File: config.mk
export PLATFORM = sky130hd
export DESIGN_NAME = battery_level_gauge_with_hysteresis_flat
export DESIGN_NICKNAME = d
export VERILOG_FILES = /design/src/sv/bgh_pkg.sv /design/src/sv/bgh_if.sv /design/src/sv/battery_level_gauge_with_hysteresis.sv /design/src/flat_wrapper.sv
export SDC_FILE = /design/constraint.sdc
export NUM_CORES = 1
export LEC_CHECK = 0
export BUFFER_PORTS_ARGS = -buffer_cell sky130_fd_sc_hd__buf_4
export CAP_MARGIN = 20
export CORE_ASPECT_RATIO = 1.75
export CORE_UTILIZATION = 49
export CTS_CLUSTER_SIZE = 12
export DETAILED_ROUTE_END_ITERATION = 6
export GPL_ROUTABILITY_DRIVEN = 0
export PLACE_DENSITY = 0.71
export SLEW_MARGIN = 20
export SYNTH_ARGS = -nofsm -noshare
export SYNTH_HDL_FRONTEND = slang
export SYNTH_SLANG_ARGS = --single-unit
File: constraint.sdc
create_clock -name clk -period 5.8 [get_ports clk]
set_input_delay 0 -clock clk [delete_from_list [all_inputs] [get_ports clk]]
set_output_delay 0 -clock clk [all_outputs]
set_load 0.02 [all_outputs]
File: src/sv/bgh_pkg.sv
// ----------------------------------------------------------------------------
// bgh_pkg
// Widths, band thresholds, level codes and LED settings for the battery
// level gauge.
// ----------------------------------------------------------------------------
package bgh_pkg;

	localparam int unsigned SAMPLE_W = 12;
	localparam int unsigned LEVEL_W  = 3;
	localparam int unsigned BLINK_W  = 4;

	typedef logic [SAMPLE_W-1:0] sample_t;
	typedef logic [LEVEL_W-1:0]  level_t;
	typedef logic [BLINK_W-1:0]  blink_t;

	// reset value of the drop reject limit
	localparam sample_t LIMIT_RST = 12'h200;

	// band thresholds, lower bound inclusive, upper bound exclusive
	localparam sample_t TH_FULL   = 12'd1921;
	localparam sample_t TH_L1_HI  = 12'd1911;
	localparam sample_t TH_L1_LO  = 12'd1849;
	localparam sample_t TH_L2_HI  = 12'd1839;
	localparam sample_t TH_L2_LO  = 12'd1778;
	localparam sample_t TH_L3_HI  = 12'd1768;
	localparam sample_t TH_L3_LO  = 12'd1706;
	localparam sample_t TH_L4_HI  = 12'd1696;
	localparam sample_t TH_L4_LO  = 12'd1634;
	localparam sample_t TH_OFF_HI = 12'd1624;

	// level codes
	localparam level_t LVL_FULL = 3'd0;
	localparam level_t LVL_75   = 3'd1;
	localparam level_t LVL_50   = 3'd2;
	localparam level_t LVL_25   = 3'd3;
	localparam level_t LVL_10   = 3'd4;
	localparam level_t LVL_OFF  = 3'd5;

	// blink settings
	localparam blink_t BLINK_NONE = 4'd0;
	localparam blink_t BLINK_FAST = 4'd2;
	localparam blink_t BLINK_SLOW = 4'd10;

endpackage

File: src/sv/bgh_if.sv
// ----------------------------------------------------------------------------
// bgh_in_if / bgh_out_if
// Valid/ready channels for battery samples and gauge results.
// ----------------------------------------------------------------------------
interface bgh_in_if import bgh_pkg::*; ();
	logic    valid;
	logic    ready;
	sample_t sample;
	logic    charging;
	logic    discharge_latched;
	logic    led_suppress;

	modport source (output valid, sample, charging, discharge_latched, led_suppress,
		input ready);
	modport sink (input valid, sample, charging, discharge_latched, led_suppress,
		output ready);
endinterface

interface bgh_out_if import bgh_pkg::*; ();
	logic    valid;
	logic    ready;
	level_t  level;
	logic    report;
	sample_t filtered_value;
	logic    red_on;
	logic    green_on;
	blink_t  blink_period;
	logic    led_enable;
	logic    low_warning;

	modport source (output valid, level, report, filtered_value, red_on, green_on,
		blink_period, led_enable, low_warning, input ready);
	modport sink (input valid, level, report, filtered_value, red_on, green_on,
		blink_period, led_enable, low_warning, output ready);
endinterface

File: src/sv/battery_level_gauge_with_hysteresis.sv
// ----------------------------------------------------------------------------
// battery_level_gauge_with_hysteresis
// Filters battery samples, sorts the reading into six levels with
// hysteresis gaps and drives the LED indication from the level.
// ----------------------------------------------------------------------------
// a result is valid in the cycle after its request is accepted
// throughput: one request per cycle; the state registers double as the
//   result register, so a new request is taken whenever the result is free
//   or being taken in the same cycle
// reset: filtered value 0, level 2, LEDs off, reject limit 512, no result
module battery_level_gauge_with_hysteresis import bgh_pkg::*; (
	input  logic            clk,
	input  logic            arst_n,
	input  logic            cfg_we,
	input  sample_t         cfg_wdata,
	bgh_in_if.sink          adc,
	bgh_out_if.source       gauge
);

	sample_t limit_q;
	sample_t running_q;
	level_t  level_q;
	logic    report_q;
	logic    red_q;
	logic    green_q;
	blink_t  blink_q;
	logic    enable_q;
	logic    warning_q;
	logic    valid_q;

	logic    accept;
	sample_t running_d;
	level_t  level_d;
	logic    report_d;
	logic    red_d;
	logic    green_d;
	blink_t  blink_d;
	logic    enable_d;
	logic    warning_d;
	logic    [SAMPLE_W:0] sum;
	logic    chg;

	assign adc.ready = !valid_q || gauge.ready;
	assign accept    = adc.valid && adc.ready;
	assign chg       = adc.charging;

	// running value filter with drop rejection
	always_comb begin
		sum = {1'b0, running_q} + {1'b0, adc.sample};
		if (running_q == '0) begin
			running_d = adc.sample;
		end else if (running_q < adc.sample || (running_q - adc.sample) < limit_q) begin
			running_d = sum[SAMPLE_W:1];
		end else begin
			running_d = running_q;
		end
	end

	// band selection with hysteresis
	always_comb begin
		level_d  = level_q;
		report_d = 1'b0;
		if (running_d >= TH_FULL) begin
			if (level_q != LVL_75 || chg) begin
				level_d  = LVL_FULL;
				report_d = 1'b1;
			end
		end else if (running_d < TH_L1_HI && running_d >= TH_L1_LO
				&& (level_q < LVL_75 || chg) && level_q != LVL_75) begin
			level_d  = LVL_75;
			report_d = 1'b1;
		end else if (running_d < TH_L2_HI && running_d >= TH_L2_LO
				&& (level_q < LVL_50 || chg) && level_q != LVL_50) begin
			level_d  = LVL_50;
			report_d = 1'b1;
		end else if (running_d < TH_L3_HI && running_d >= TH_L3_LO
				&& (level_q < LVL_25 || chg) && level_q != LVL_25) begin
			level_d  = LVL_25;
			report_d = 1'b1;
		end else if (running_d < TH_L4_HI && running_d >= TH_L4_LO
				&& (level_q < LVL_10 || chg) && level_q != LVL_10) begin
			level_d  = LVL_10;
			report_d = 1'b1;
		end else if (running_d < TH_OFF_HI
				&& (level_q < LVL_OFF || chg) && level_q != LVL_OFF) begin
			level_d  = LVL_OFF;
			report_d = 1'b1;
		end
	end

	// led indication from the new level
	always_comb begin
		red_d     = red_q;
		green_d   = green_q;
		blink_d   = blink_q;
		enable_d  = enable_q;
		warning_d = warning_q;
		if (!chg && adc.discharge_latched) begin
			if (adc.led_suppress) begin
				red_d     = 1'b0;
				green_d   = 1'b0;
				blink_d   = BLINK_NONE;
				enable_d  = 1'b0;
				warning_d = 1'b0;
			end else if (level_d >= LVL_10) begin
				red_d     = 1'b1;
				green_d   = 1'b0;
				blink_d   = BLINK_FAST;
				enable_d  = 1'b1;
				warning_d = 1'b1;
			end else if (level_d == LVL_25) begin
				red_d     = 1'b1;
				green_d   = 1'b0;
				blink_d   = BLINK_SLOW;
				enable_d  = 1'b1;
				warning_d = 1'b0;
			end else if (level_d >= LVL_75) begin
				red_d     = 1'b1;
				green_d   = 1'b1;
				blink_d   = BLINK_SLOW;
				enable_d  = 1'b1;
				warning_d = 1'b0;
			end else begin
				red_d     = 1'b0;
				green_d   = 1'b1;
				blink_d   = BLINK_SLOW;
				enable_d  = 1'b1;
				warning_d = 1'b0;
			end
		end
	end

	// configuration register
	always_ff @(posedge clk or negedge arst_n) begin
		if (!arst_n) begin
			limit_q <= LIMIT_RST;
		end else if (cfg_we) begin
			limit_q <= cfg_wdata;
		end
	end

	// state and result registers
	always_ff @(posedge clk or negedge arst_n) begin
		if (!arst_n) begin
			running_q <= '0;
			level_q   <= LVL_50;
			report_q  <= 1'b0;
			red_q     <= 1'b0;
			green_q   <= 1'b0;
			blink_q   <= BLINK_NONE;
			enable_q  <= 1'b0;
			warning_q <= 1'b0;
			valid_q   <= 1'b0;
		end else begin
			if (accept) begin
				running_q <= running_d;
				level_q   <= level_d;
				report_q  <= report_d;
				red_q     <= red_d;
				green_q   <= green_d;
				blink_q   <= blink_d;
				enable_q  <= enable_d;
				warning_q <= warning_d;
				valid_q   <= 1'b1;
			end else if (gauge.ready) begin
				valid_q   <= 1'b0;
			end
		end
	end

	assign gauge.valid          = valid_q;
	assign gauge.level          = level_q;
	assign gauge.report         = report_q;
	assign gauge.filtered_value = running_q;
	assign gauge.red_on         = red_q;
	assign gauge.green_on       = green_q;
	assign gauge.blink_period   = blink_q;
	assign gauge.led_enable     = enable_q;
	assign gauge.low_warning    = warning_q;

	// every accepted request yields a result in the next cycle
	a_result_follows: assert property (@(posedge clk) disable iff (!arst_n)
		accept |=> valid_q)
		else $error("no result after accepted request");

	// without charging the level only worsens, except the return to full
	a_no_improve: assert property (@(posedge clk) disable iff (!arst_n)
		accept && !chg |=> (level_q >= $past(level_q) || level_q == LVL_FULL))
		else $error("level improved while discharging");

	// a level change is always reported
	a_change_reported: assert property (@(posedge clk) disable iff (!arst_n)
		accept |=> (report_q || $stable(level_q)))
		else $error("level changed without report");

	// state holds while no request is taken
	a_state_holds: assert property (@(posedge clk) disable iff (!arst_n)
		!accept |=> ($stable(running_q) && $stable(level_q)))
		else $error("state moved without a request");

endmodule
File: src/flat_wrapper.sv
// flat-port wrapper written by rule: the top's interface ports become plain ports
module battery_level_gauge_with_hysteresis_flat import bgh_pkg::*;
  (clk, arst_n, cfg_we, cfg_wdata, adc_valid, adc_sample, adc_charging, adc_discharge_latched, adc_led_suppress, adc_ready, gauge_valid, gauge_level, gauge_report, gauge_filtered_value, gauge_red_on, gauge_green_on, gauge_blink_period, gauge_led_enable, gauge_low_warning, gauge_ready);
  bgh_in_if adc_i ();
  bgh_out_if gauge_i ();
  input  logic clk;
  input  logic arst_n;
  input  logic cfg_we;
  input  sample_t cfg_wdata;
  input wire logic [$bits(adc_i.valid)-1:0] adc_valid;
  input wire logic [$bits(adc_i.sample)-1:0] adc_sample;
  input wire logic [$bits(adc_i.charging)-1:0] adc_charging;
  input wire logic [$bits(adc_i.discharge_latched)-1:0] adc_discharge_latched;
  input wire logic [$bits(adc_i.led_suppress)-1:0] adc_led_suppress;
  output wire logic [$bits(adc_i.ready)-1:0] adc_ready;
  output wire logic [$bits(gauge_i.valid)-1:0] gauge_valid;
  output wire logic [$bits(gauge_i.level)-1:0] gauge_level;
  output wire logic [$bits(gauge_i.report)-1:0] gauge_report;
  output wire logic [$bits(gauge_i.filtered_value)-1:0] gauge_filtered_value;
  output wire logic [$bits(gauge_i.red_on)-1:0] gauge_red_on;
  output wire logic [$bits(gauge_i.green_on)-1:0] gauge_green_on;
  output wire logic [$bits(gauge_i.blink_period)-1:0] gauge_blink_period;
  output wire logic [$bits(gauge_i.led_enable)-1:0] gauge_led_enable;
  output wire logic [$bits(gauge_i.low_warning)-1:0] gauge_low_warning;
  input wire logic [$bits(gauge_i.ready)-1:0] gauge_ready;
  assign adc_i.valid = adc_valid;
  assign adc_i.sample = adc_sample;
  assign adc_i.charging = adc_charging;
  assign adc_i.discharge_latched = adc_discharge_latched;
  assign adc_i.led_suppress = adc_led_suppress;
  assign adc_ready = adc_i.ready;
  assign gauge_valid = gauge_i.valid;
  assign gauge_level = gauge_i.level;
  assign gauge_report = gauge_i.report;
  assign gauge_filtered_value = gauge_i.filtered_value;
  assign gauge_red_on = gauge_i.red_on;
  assign gauge_green_on = gauge_i.green_on;
  assign gauge_blink_period = gauge_i.blink_period;
  assign gauge_led_enable = gauge_i.led_enable;
  assign gauge_low_warning = gauge_i.low_warning;
  assign gauge_i.ready = gauge_ready;
  battery_level_gauge_with_hysteresis u_core (.clk(clk), .arst_n(arst_n), .cfg_we(cfg_we), .cfg_wdata(cfg_wdata), .adc(adc_i), .gauge(gauge_i));
endmodule
==> reports/metrics.yaml <==
outcome:
  status: "finished clean"
yosys:
  netlist_top_cells_area: "sky130_fd_sc_hd__dfrtp_1 (23%), sky130_fd_sc_hd__ha_1 (12%), sky130_fd_sc_hd__nand2_1 (5.5%), sky130_fd_sc_hd__o21ai_0 (5.4%), sky130_fd_sc_hd__a21oi_1 (4.4%)"
  synth_area_um2: 3550
  synthDominantAreaCellType: "sky130_fd_sc_hd__dfrtp_1"
  synth-edff-count: 0
  synth_cell_types: 81
  synth_register_bits: 34
  synthDominantCellAreaShare: 0.226
  synth-main-ff-cell: "sky130_fd_sc_hd__dfrtp_1"
  synth-seq-area-share: 0.240
  ys_warn_count: 0
  synth_cells: 438
  synthesis.area_per_instance_um2: 8.10
  async_reset_ff_frac: 1.00
grt:
  number_of_global_route_vias_before_repair: 3664
  grt_max_degree: 35
  track_usage: 0.293
  globalRouteOverflowTotal: 0
  antenna_found_initial: 0
  grt_pass1_wl_mm: 16.8
sta:
  timing_max_transition_violations_final: 0
  setup_violations: 0
  maxSlewHeadroom: 0.415
  unrepaired_setup_endpoints_after_global_routing: "no"
  layout_worst_path_cycle_share: 0.937
  fin_worst_skew_ns: 0.00491
  period_needed_ns: 5.43
  hold_violations: 0
  worst_pin_slew_ns: 0.875
  setup_total_negative_slack_ns: 0
  clock.fmax_mhz: 184
critical_path:
  critical_path_end_type: "flip-flop"
  worst-path-max-fanout: 6
  r2r_end: "u_core.gauge.report$_DFFE_PN0P_"
  crit_top_cell: "sky130_fd_sc_hd__a21oi_1"
  worstSetupStartpoint: "u_core.gauge.filtered_value[2]$_DFFE_PN0P_"
  crit_chain: "ha_2 > o21ai_0 > a21oi_1 > o21ai_1 > a21oi_1 > o21ai_1 > a21oi_1 > o21a_1 > nor2_1 > o21bai_1 > a21oi_1 > xnor2_1 > ha_1 > a21oi_1 > o21ai_1 > a21oi_2 > a22oi_2 > o311ai_1 > o211ai_1 > nor3_1 > or3_1 > o32a_1 > nand2b_1 > o41a_1"
  worst_r2r_startpoint: "u_core.gauge.filtered_value[2]$_DFFE_PN0P_"
  critical_path.startpoint_type: "flip-flop"
  timing.critical_path.required_ns: 5.97
  regToRegSetupSlack_ns: 0.37
  timing.setup.critical_path_class: "flip-flop to flip-flop"
  arrival_ns: 5.60
  worst-r2r-cell-count: 24
  endpoint: "u_core.gauge.report$_DFFE_PN0P_"
  critical-path-slowest-cell: "sky130_fd_sc_hd__o311ai_1"
  crit_path_max_incr_delay_ns: 0.45
floorplan:
  fp.coreArea_um2: 6960
  die_area_um2: 7600
  dieWidth_um: 66.3
  floorplan.io_pins: 58
  rows: 40
  starting_density_of_the_core: 0.510
  die_h_um: 115
route:
  detail_route.wl_per_cell_um: 17.8
  avgViaCountPerCell: 6.16
  detail-route-antenna-nets: 0
  drc_errors: 0
  route.vias.total: 3646
  route.final.wire_length_mm: 10.5
  drt_iter0_markers: 138
  drt_first_pass_iters: 7
placement:
  numPortBuffers: 55
  hpwl_mm: 8.03
cells_and_area:
  fillers: 634
  combined_area_of_the_multi_input_logic_cells_um2: 2510
  syn_to_final_growth_pct: 25.3
  register_area_um2: 853
  finish.net_count: 576
  mostFrequentLayoutCell: "sky130_fd_sc_hd__buf_4"
  post_route_cells_drive_above_1_share: 0.213
  mostFrequentLayoutCells: "sky130_fd_sc_hd__buf_4 (62), sky130_fd_sc_hd__nand2_1 (52), sky130_fd_sc_hd__inv_1 (41)"
  n_antenna_cell: 0
clock_tree:
  clock_sinks: 34
  cts_root_buf: "sky130_fd_sc_hd__clkbuf_16"
  cts_tree: "yes"
  clk_pin_slew_worst_paths_ns: 0.06
  numCtsBuffers: 5
  ctsLongestPathBuffers: 2
  htree_levels: 2
  insertion_delay_of_the_later_clocked_pin_in_the_worst_skew_pair_ns: 0.30
run:
  maxcap_violations: 0
worst_hold_path:
  number_of_cells_on_the_worst_hold_path: 3
  min_path_type: "primary input to flip-flop"
==> kinds of logic after synthesis <==
logic type               after synthesis  synth area share
AO/OA/AOI/OAI                        153             0.315
XOR/XNOR                              14            0.0346
adder cells (fa/ha/maj)               37             0.135
buffers and inverters                 62            0.0737
flip-flops                            34             0.240
multiplexers                           6            0.0180
other                                  1           0.00106
AND/OR/NAND/NOR                      131             0.183
==> critical path, delay by kind of cell, from the launching register on <==
family | cells | cell delay, ns
compound gates | 17 | 3.31
fa+ha+maj | 2 | 0.74
simple gates | 4 | 0.66
flops | 1 | 0.43
xor+xnor | 1 | 0.15
==> stage by stage <==
stage / setup WS [ns] / hold slack, ns / cells / area (um^2) / utilization
3_3_place_gp: 0.259 / -0.0245 / 566 / 4020 / 0.577
3_5_place_dp: 0.178 / -0.0192 / 566 / 4020 / 0.577
6_report: 0.365 / 0.0350 / 592 / 4450 / 0.639
5_1_grt: 0.0270 / 0.0572 / 592 / 4450 / 0.639
2_1_floorplan: 0.592 / -0.296 / 439 / 3550 / -
4_1_cts: 0.145 / 0.0450 / 589 / 4360 / 0.627
==> routing by layer <==
metal,share of wire,GRT usage
met3,0.046,0.0458
met2,0.54,0.552
met4,0.065,0.194
met5,0,0
met1,0.35,0.279
==> registers in the layout, indices dropped and copies added (netlist names) <==
register,flops
u_core.gauge.green_on,1
u_core.gauge.filtered_value,12
u_core.gauge.level,3
u_core.gauge.red_on,1
u_core.gauge.low_warning,1
u_core.gauge.valid,1
u_core.limit_q,12
u_core.gauge.report,1
u_core.gauge.blink_period,2
==> worst min path at each step <==
stage	startpoint	endpoint	slack, ns
final	gauge_ready	u_core.gauge.valid$_DFFE_PN0P_	0.03
after global routing	cfg_we	u_core.limit_q[9]$_DFFE_PN1P_	0.06
after global placement	arst_n	u_core.limit_q[2]$_DFFE_PN0P_	-0.02
after CTS	cfg_we	u_core.limit_q[9]$_DFFE_PN1P_	0.04
after floorplan	arst_n	u_core.gauge.blink_period[1]$_DFFE_PN0P_	-0.30
after detailed placement	arst_n	u_core.limit_q[2]$_DFFE_PN0P_	-0.02
==> synth_stat cells (all sizes together) (4+ instances only) <==
cell type and n:
nor3 5, ha 35, nand4 5, o21ai 46
nor2 25, buf 11, a21o 4, a31oi 4
dfrtp 32, nor4 8, nand2b 10, nand2 52
inv 45, nand3 7, o311ai 5, o31ai 9
o21a 4, a21oi 32, and3 8, xnor2 13
clkbuf 6, o211ai 9, nor2b 4, o221ai 5
==> final cells by class <==
type                            count  share of cell area
Multi-Input combinational cell    344               0.564
Sequential cell                    34               0.192
Timing Repair Buffer               77               0.138
Inverter                           45              0.0380
Clock buffer                        5              0.0281
Tap cell                           84              0.0236
Clock inverter                      3              0.0155
==> repair_timing <==
action,in CTS,in global routing
endpoints found under the hold margin,46,0
setup endpoints to repair,0,8
gates resized for setup,0,14
hold buffers,15,0
setup buffers,0,2
Power is not shown: default switching activity piles up to over one toggle a cycle in this logic, so the estimate is an artifact.
